==> config.mk <==
export PLATFORM = sky130hd
export DESIGN_NAME = ieval_alu
export DESIGN_NICKNAME = d
export VERILOG_FILES = /design/src/rtl/core/infix_expression_evaluator_macros.svh /design/src/rtl/core/ieval_pkg.sv /design/src/rtl/core/ieval_alu.sv
export SDC_FILE = /design/constraint.sdc
export NUM_CORES = 2
export LEC_CHECK = 0
export ABC_AREA = 1
export CAP_MARGIN = 10
export CORE_UTILIZATION = 50
export CTS_CLUSTER_DIAMETER = 30
export DETAILED_ROUTE_END_ITERATION = 10
export DONT_BUFFER_PORTS = 1
export GPL_TIMING_DRIVEN = 0
export HOLD_SLACK_MARGIN = 0.02
export MAX_ROUTING_LAYER = met4
export PLACE_DENSITY_LB_ADDON = 0.12
export SETUP_SLACK_MARGIN = 0.2
export SLEW_MARGIN = 15
export SYNTH_ARGS = -nofsm -noshare
export SYNTH_HDL_FRONTEND = slang
export SYNTH_SLANG_ARGS = --single-unit
==> constraint.sdc <==
create_clock -name clk -period 8.4 [get_ports clk]
set_input_delay 1.68 -clock clk [delete_from_list [all_inputs] [get_ports clk]]
set_output_delay 1.68 -clock clk [all_outputs]
set_load 0.03 [all_outputs]
==> src/rtl/core/infix_expression_evaluator_macros.svh <==
// Assertion macros shared by the evaluator RTL.
`ifndef INFIX_EXPRESSION_EVALUATOR_MACROS_SVH
`define INFIX_EXPRESSION_EVALUATOR_MACROS_SVH
`ifndef SYNTH
// Property must hold at every clock edge outside reset.
`define IEVAL_ASSERT(lbl, prop, msg) \
	lbl: assert property (@(posedge clk) disable iff (!arst_n) prop) else $error(msg);
// Condition must never be seen at a clock edge outside reset.
`define IEVAL_ASSERT_NEVER(lbl, cond, msg) \
	lbl: assert property (@(posedge clk) disable iff (!arst_n) !(cond)) else $error(msg);
`else
`define IEVAL_ASSERT(lbl, prop, msg)
`define IEVAL_ASSERT_NEVER(lbl, cond, msg)
`endif
`endif

==> src/rtl/core/ieval_pkg.sv <==
// Types, codes and helpers for the infix expression evaluator.
`default_nettype none
package ieval_pkg;

	localparam int STACK_DEPTH_DEF = 64;

	localparam logic [7:0] CH_PLUS  = 8'h2B;
	localparam logic [7:0] CH_MINUS = 8'h2D;
	localparam logic [7:0] CH_STAR  = 8'h2A;
	localparam logic [7:0] CH_SLASH = 8'h2F;
	localparam logic [7:0] CH_CARET = 8'h5E;
	localparam logic [7:0] CH_LPAR  = 8'h28;
	localparam logic [7:0] CH_RPAR  = 8'h29;
	localparam logic [7:0] CH_0     = 8'h30;
	localparam logic [7:0] CH_9     = 8'h39;
	localparam logic [7:0] CH_LA    = 8'h61;
	localparam logic [7:0] CH_LZ    = 8'h7A;
	localparam logic [7:0] CH_UA    = 8'h41;
	localparam logic [7:0] CH_UZ    = 8'h5A;

	typedef enum logic [2:0] {
		OP_ADD  = 3'd0,
		OP_SUB  = 3'd1,
		OP_MUL  = 3'd2,
		OP_DIV  = 3'd3,
		OP_POW  = 3'd4,
		OP_LPAR = 3'd5
	} op_t;

	typedef enum logic [1:0] {
		STAT_OK   = 2'd0,
		STAT_DIV0 = 2'd1,
		STAT_BAD  = 2'd2
	} status_t;

	typedef enum logic [3:0] {
		ST_IDLE,
		ST_DECODE,
		ST_DIG_RD,
		ST_DIG_WR,
		ST_LOOP_CHK,
		ST_LOOP_TOP,
		ST_RED_B,
		ST_RED_A,
		ST_RED_WAIT,
		ST_FIN_RD,
		ST_FIN_OUT
	} state_t;

	typedef enum logic [1:0] {
		MODE_OP,
		MODE_RPAR,
		MODE_END
	} mode_t;

	typedef enum logic [1:0] {
		AL_IDLE,
		AL_DIV,
		AL_PMUL,
		AL_PSQR
	} alu_st_t;

	typedef struct packed {
		logic        start;
		op_t         op;
		logic [31:0] a;
		logic [31:0] b;
	} alu_req_t;

	typedef struct packed {
		logic        done;
		logic        div_zero;
		logic [31:0] result;
	} alu_rsp_t;

	function automatic logic [1:0] rank(op_t code);
		unique case (code) inside
			OP_POW:         return 2'd3;
			OP_MUL, OP_DIV: return 2'd2;
			OP_ADD, OP_SUB: return 2'd1;
			default:        return 2'd0;
		endcase
	endfunction

endpackage
`default_nettype wire

==> src/rtl/core/ieval_alu.sv <==
// Shared iterative arithmetic unit: add, sub, mul, restoring divide, power.
`default_nettype none
module ieval_alu (
	input  wire logic                clk,
	input  wire logic                arst_n,
	input  wire ieval_pkg::alu_req_t req,
	output      ieval_pkg::alu_rsp_t rsp
);
	import ieval_pkg::*;

	alu_st_t     st_q, st_n;
	logic        done_q, done_n;
	logic        dz_q, dz_n;
	logic [31:0] res_q, res_n;
	logic [31:0] acc_q, acc_n;
	logic [31:0] base_q, base_n;
	logic [31:0] e_q, e_n;
	logic [31:0] rem_q, rem_n;
	logic        neg_q, neg_n;
	logic [4:0]  cnt_q, cnt_n;

	logic [31:0] mul_a, mul_b;
	logic [63:0] prod;
	logic [32:0] rem_sh, diff;
	logic [31:0] quo_nx, rem_nx;
	logic [31:0] abs_a, abs_b;

	assign prod  = mul_a * mul_b;
	assign abs_a = req.a[31] ? 32'(0 - req.a) : req.a;
	assign abs_b = req.b[31] ? 32'(0 - req.b) : req.b;

	// One restoring divide step
	assign rem_sh = {rem_q, acc_q[31]};
	assign diff   = rem_sh - {1'b0, base_q};
	assign rem_nx = diff[32] ? rem_sh[31:0] : diff[31:0];
	assign quo_nx = {acc_q[30:0], ~diff[32]};

	always_comb begin
		unique case (st_q)
			AL_PMUL: begin
				mul_a = acc_q;
				mul_b = base_q;
			end
			AL_PSQR: begin
				mul_a = base_q;
				mul_b = base_q;
			end
			default: begin
				mul_a = req.a;
				mul_b = req.b;
			end
		endcase
	end

	always_comb begin
		st_n   = st_q;
		done_n = 1'b0;
		dz_n   = 1'b0;
		res_n  = res_q;
		acc_n  = acc_q;
		base_n = base_q;
		e_n    = e_q;
		rem_n  = rem_q;
		neg_n  = neg_q;
		cnt_n  = cnt_q;
		unique case (st_q)
			AL_IDLE: begin
				if (req.start) begin
					case (req.op)
						OP_ADD: begin
							res_n  = req.a + req.b;
							done_n = 1'b1;
						end
						OP_SUB: begin
							res_n  = req.a - req.b;
							done_n = 1'b1;
						end
						OP_MUL: begin
							res_n  = prod[31:0];
							done_n = 1'b1;
						end
						OP_DIV: begin
							if (req.b == '0) begin
								res_n  = '0;
								dz_n   = 1'b1;
								done_n = 1'b1;
							end else begin
								acc_n  = abs_a;
								base_n = abs_b;
								rem_n  = '0;
								neg_n  = req.a[31] ^ req.b[31];
								cnt_n  = 5'd31;
								st_n   = AL_DIV;
							end
						end
						OP_POW: begin
							if (req.b[31]) begin
								// truncated 1/x^n for a negative exponent
								done_n = 1'b1;
								if (req.a == 32'd1) begin
									res_n = 32'd1;
								end else if (req.a == '1) begin
									res_n = req.b[0] ? '1 : 32'd1;
								end else if (req.a == '0) begin
									res_n = '0;
									dz_n  = 1'b1;
								end else begin
									res_n = '0;
								end
							end else begin
								acc_n  = 32'd1;
								base_n = req.a;
								e_n    = req.b;
								st_n   = AL_PMUL;
							end
						end
						default: begin
							res_n  = '0;
							done_n = 1'b1;
						end
					endcase
				end
			end
			AL_DIV: begin
				acc_n = quo_nx;
				rem_n = rem_nx;
				cnt_n = cnt_q - 5'd1;
				if (cnt_q == '0) begin
					res_n  = neg_q ? 32'(0 - quo_nx) : quo_nx;
					done_n = 1'b1;
					st_n   = AL_IDLE;
				end
			end
			AL_PMUL: begin
				if (e_q == '0) begin
					res_n  = acc_q;
					done_n = 1'b1;
					st_n   = AL_IDLE;
				end else begin
					if (e_q[0]) begin
						acc_n = prod[31:0];
					end
					st_n = AL_PSQR;
				end
			end
			AL_PSQR: begin
				base_n = prod[31:0];
				e_n    = {1'b0, e_q[31:1]};
				st_n   = AL_PMUL;
			end
			default: st_n = AL_IDLE;
		endcase
	end

	always_ff @(posedge clk or negedge arst_n) begin
		if (!arst_n) begin
			st_q   <= AL_IDLE;
			done_q <= 1'b0;
			dz_q   <= 1'b0;
		end else begin
			st_q   <= st_n;
			done_q <= done_n;
			dz_q   <= dz_n;
		end
	end

	always_ff @(posedge clk) begin
		res_q  <= res_n;
		acc_q  <= acc_n;
		base_q <= base_n;
		e_q    <= e_n;
		rem_q  <= rem_n;
		neg_q  <= neg_n;
		cnt_q  <= cnt_n;
	end

	assign rsp.done     = done_q;
	assign rsp.div_zero = dz_q;
	assign rsp.result   = res_q;
endmodule
`default_nettype wire

# Word-level counts from Yosys, hierarchy flattened
# Cells that the tools add are included.
# word_totals
regBits,170
latch_bits,0
mem_bits_rw,0
rom_bits,0
wordCells,122
memories,0
# op_classes
bitwise_logic,3
n_reduce_logical,17
mul,1
eq_ne,23
order_cmp,0
n_addsub,7
n_shift,0
div_mod_pow,0
mux,61
# op_table
op,n
$mux W32,27
$pmux W32 S2,6
$pmux W32 S3,2
$pmux W32 S5,1
$logic_not A32 Y1,3
$sub A1 B32 Y32 const A,3
$sub A33 B32 Y33,1
$add A32 B32 Y32,1
$eq A32 B1 Y1 const B,1
$eq A32 B32 Y1 const B,1
$mul A32 B32 Y32,1
$sub A32 B32 Y32,1
$mux W5,3
$ne A2 B2 Y1 const B,7
$ne A3 B3 Y1 const B,4
$reduce_and A4 Y1,3
$mux W1,11
$mux W2,5
$pmux W5 S2,1
$reduce_and A5 Y1,2
$pmux W2 S4,1
$reduce_and A7 Y1,1
$eq A3 B2 Y1 const B,2
$reduce_and A6 Y1,1
18 further kinds,23

# Longest topological paths before layout
# depth
ltp_word,8
mapped_depth,44

# Worst setup path before layout
# Ideal clock, no wire load.
# synth_path
path_type,in2reg
startpoint,input port req[7] (netlist name)
endpoint,"register res_q[28], data pin"
path_buffers,1
required_ps,8146
stages,30
arrival_ps,8199
setup_ps,254
setup_slack_ps,-52
cell_sequence,clkinv_1 > nand2_1 > o21ai_1 > clkbuf_1 > nor2_1 > fa_1 > fa_1 > fa_1 > inv_1 > fa_1 > inv_1 > fa_1 > inv_1 > fa_1 > inv_1 > fa_1 > fa_1 > ha_1 > nand2_1 > nor4_1 > nand4_1 > nand3_1 > a21oi_1 > o21ai_0 > nand2_1 > nand2_1 > nand2_1 > nand3_1 > nand3_1 > a21o_1
# synth_via
elab_chain_cells,5
word_cells_on_any_way,7
# synth_rtl
element,line,rtl
start: declaration,ieval_alu.sv:6,"input wire ieval_pkg::alu_req_t req,"
$mux W32,ieval_alu.sv:39,unique case (st_q)
$mul A32 B32 Y32,ieval_alu.sv:28,assign prod = mul_a * mul_b;
$pmux W32 S5 (*),ieval_alu.sv:69,case (req.op)
$mux W32 (*),ieval_alu.sv:68,if (req.start) begin
$pmux W32 S3 (*),ieval_alu.sv:66,unique case (st_q)
named net res_n[28],ieval_alu.sv:14,"logic [31:0] res_q, res_n;"
end signal: assignment,ieval_alu.sv:168,res_q <= res_n;
end: declaration,ieval_alu.sv:14,
# Mark *: on every way through the listed nets, which the timed path passes. The rest lies on a longest branch. The select of a mux whose other input is x is not followed.
# A chain may end at the register's enable or synchronous reset.

# Worst setup path in the final report
# layout_path
startpoint,input port req[12] (netlist name)
endpoint,"register res_q[29], data pin"
# The elaborated chain is that of the path after synthesis.

==> flow_summary.yaml <==
run_status:
  status: "finished, violations left"
  failed_checks: "setup timing"
die:
  die_y_um: 254
  dieArea_mm2: 0.0646
  start_util_pct: 50.5
  die_w_um: 254
  design.core.area_mm2: 0.0630
  top_level_ports: 104
  std_cell_rows: 92
cells_and_area:
  fill_cells: 6026
  final_cells: 5336
  final_net_count: 5152
  drive_gt1_share_pct: 13.6
  layout_commonest_cell: "nand2_1"
  area_delta_synth_final_pct: 16.5
  final_cell_mix: "926 x nand2_1, 662 x inv_1, 454 x nor2_1, 389 x fa_1, 300 x o21ai_0"
cts:
  cts_sinks: 169
  clkLatencyLatePin_ps: 480
  cts_buffers: 17
  cts-root-buf: "clkbuf_16"
  cts_buffer_depth: 2
  cts_tree: "built"
  cts.htree.levels: 4
  cts.clk_slew.worst_paths_ps: 80
logic_synthesis:
  ys_seq_area_share_pct: 15.9
  synthFlopType: "edfxtp_1"
  syn_nets: 4991
  ys_async_sr_fraction_pct: 2.37
  syn_avg_cell_area_um2: 7.37
  ys_ff_latch: 169
  yosysUniqueCellTypes: 64
  synth_edf_count: 165
  netlist_area_mm2: 0.0318
  postSynthCellCount: 4312
  ys_warn_count: 0
global_routing:
  grt_max_degree: 21
  overflow: 0
  grt_pass1_vias: 31600
  grtUsageTotal_pct: 48.0
  antenna_found_initial: 2
  grt_first_pass_wirelength_um: 212000
timing:
  slew_headroom_pct: 13.8
  setup_slack_ps: -59.6
  tightestPinTransition_ps: 1290
  finalSetupViolations: 6
  skew_ps: 14.3
  period_needed_ps: 8460
  slew_viol_final: 0
  hold_viol: 0
  period_share_pct: 101
  rsz0062_at_grt: "true"
  max_freq_mhz: 118
worst_setup_path:
  regToRegStartpoint: "st_q[1]"
  critPathSlowestCell: "fa_2"
  r2r_cells: 30
  critPathBufInv: 5
  cp-end-kind: "flip-flop"
  start_kind: "input port"
  cp_data_required_time_ps: 8630
  slowest_delay_ps: 610
  rr_endpoint: "res_q[29]"
  crit_arrival_ps: 8690
  crit_fanout: 10
  reg2reg_slack_ps: 10
  critPathTopFamily: "adder cells"
  crit_type: "in2reg"
  critical_path.most_common_cell: "fa_1"
placed_design:
  port-buffer-count: 0
  globalplace.congestion: 1.07
  dpl.hpwl_um: 120000
  dpl.cell_count: 5170
min_path:
  holdPathEnd: "cnt_q[0]"
  hold_path_depth: 1
  hold_path_startpoint: "cnt_q[0]"
  hold_class: "reg2reg"
detailed_routing:
  dr.pass1.iters: 9
  finalWirelength_um: 150000
  detail_route.wl_per_cell_um: 28.1
  drc_errors: 0
  ant_nets: 0
  viasPerCell: 6.10
  dr.first_iter.drc_count: 3900
  vias: 32600
run:
  maxCapViolations: 0
## per-layer routing
| metal | vias to the layer above | track usage (%) | share of wire [%] |
|---|---|---|---|
| met4 | 0 | 38.5 | 10 |
| met5 | - | - | 0 |
| met2 | 2092 | 71.7 | 43 |
| met1 | 15700 | 54.6 | 35 |
| met3 | 700 | 12.3 | 11 |
| li1 | 14100 | - | - |
## flip-flops by register name, indices dropped and copies added, names as in the netlist
name,cells
acc_q,32
base_q,32
rem_q,32
res_q,32
e_q,31
cnt_q,5
st_q,2
done_q,1
dz_q,1
neg_q,1
## cell families (layout without fill, tap and decap cells)
family	after synthesis	in the layout	share of synthesized area (%)
and+or+nand+nor	1830	1830	23.8
xor gates and xnor gates	104	104	2.87
AOI/OAI and AO/OA	702	702	12.7
buffers and inverters	898	1072	11.1
DFF	169	169	15.9
other	0	4	0
adders and majority gates	609	609	33.7
## stage by stage
step	hold WS (ps)	setup WS (ps)	area, um^2	TNS, ps	util [%]
6_report	560	-59.6	37000	-255	58.8
5_1_grt	590	-168	37000	-1140	58.8
4_1_cts	565	106	36200	0	57.5
3_5_place_dp	545	-2700	33100	-111200	52.6
3_3_place_gp	539	-2630	32900	-150870	52.3
2_1_floorplan	520	205	31800	0	-
## cell usage after synthesis (67+ instances only)
| library cell | n | area, um^2 |
|---|---|---|
| nand2_1 | 978 | 3670 |
| inv_1 | 695 | 2610 |
| nor2_1 | 487 | 1830 |
| fa_1 | 410 | 8210 |
| o21ai_0 | 323 | 1620 |
| ha_1 | 199 | 2490 |
| a21oi_1 | 181 | 906 |
| edfxtp_1 | 165 | 4950 |
| nand3_1 | 165 | 826 |
| clkbuf_1 | 126 | 473 |
| xor2_1 | 73 | 639 |
| nor3_1 | 67 | 335 |
## final cells by class
class | count | area, um^2 | share of cell area (%)
antenna | 4 | 10.0 | 0.0270
tap | 846 | 1060 | 2.86
multi-input combinational | 3245 | 24600 | 66.5
clock buffer | 17 | 425 | 1.15
buffer | 169 | 1440 | 3.89
sequential | 169 | 5060 | 13.7
timing repair buffer | 142 | 1320 | 3.56
clock inverter | 15 | 191 | 0.517
inverter | 729 | 2890 | 7.80
## what timing repair did
action / CTS / global route
cloned: 1 / 0
gates resized for setup: 399 / 160
buffers inserted: 99 / 30
pin swaps: 76 / 62
endpoints found under the hold margin: 0 / 0
hold buffers: 0 / 0
setup endpoints to repair: 70 / 52
## how the worst max path moves through the flow
stage                       endpoint  depth (start not counted)    start  slack [ps]
after floorplan            res_q[28]                         30  req[48]         210
after global placement    base_q[29]                         24  req[36]       -2630
after detailed placement  base_q[29]                         24  req[36]       -2700
after CTS                  res_q[20]                         27   req[9]         110
after global routing       acc_q[29]                         32   req[6]        -170
final                      res_q[29]                         26  req[12]         -60
Power is left out: the tool's default activity adds up to more than one toggle a clock period on the data nets, which glitch-free logic cannot reach.
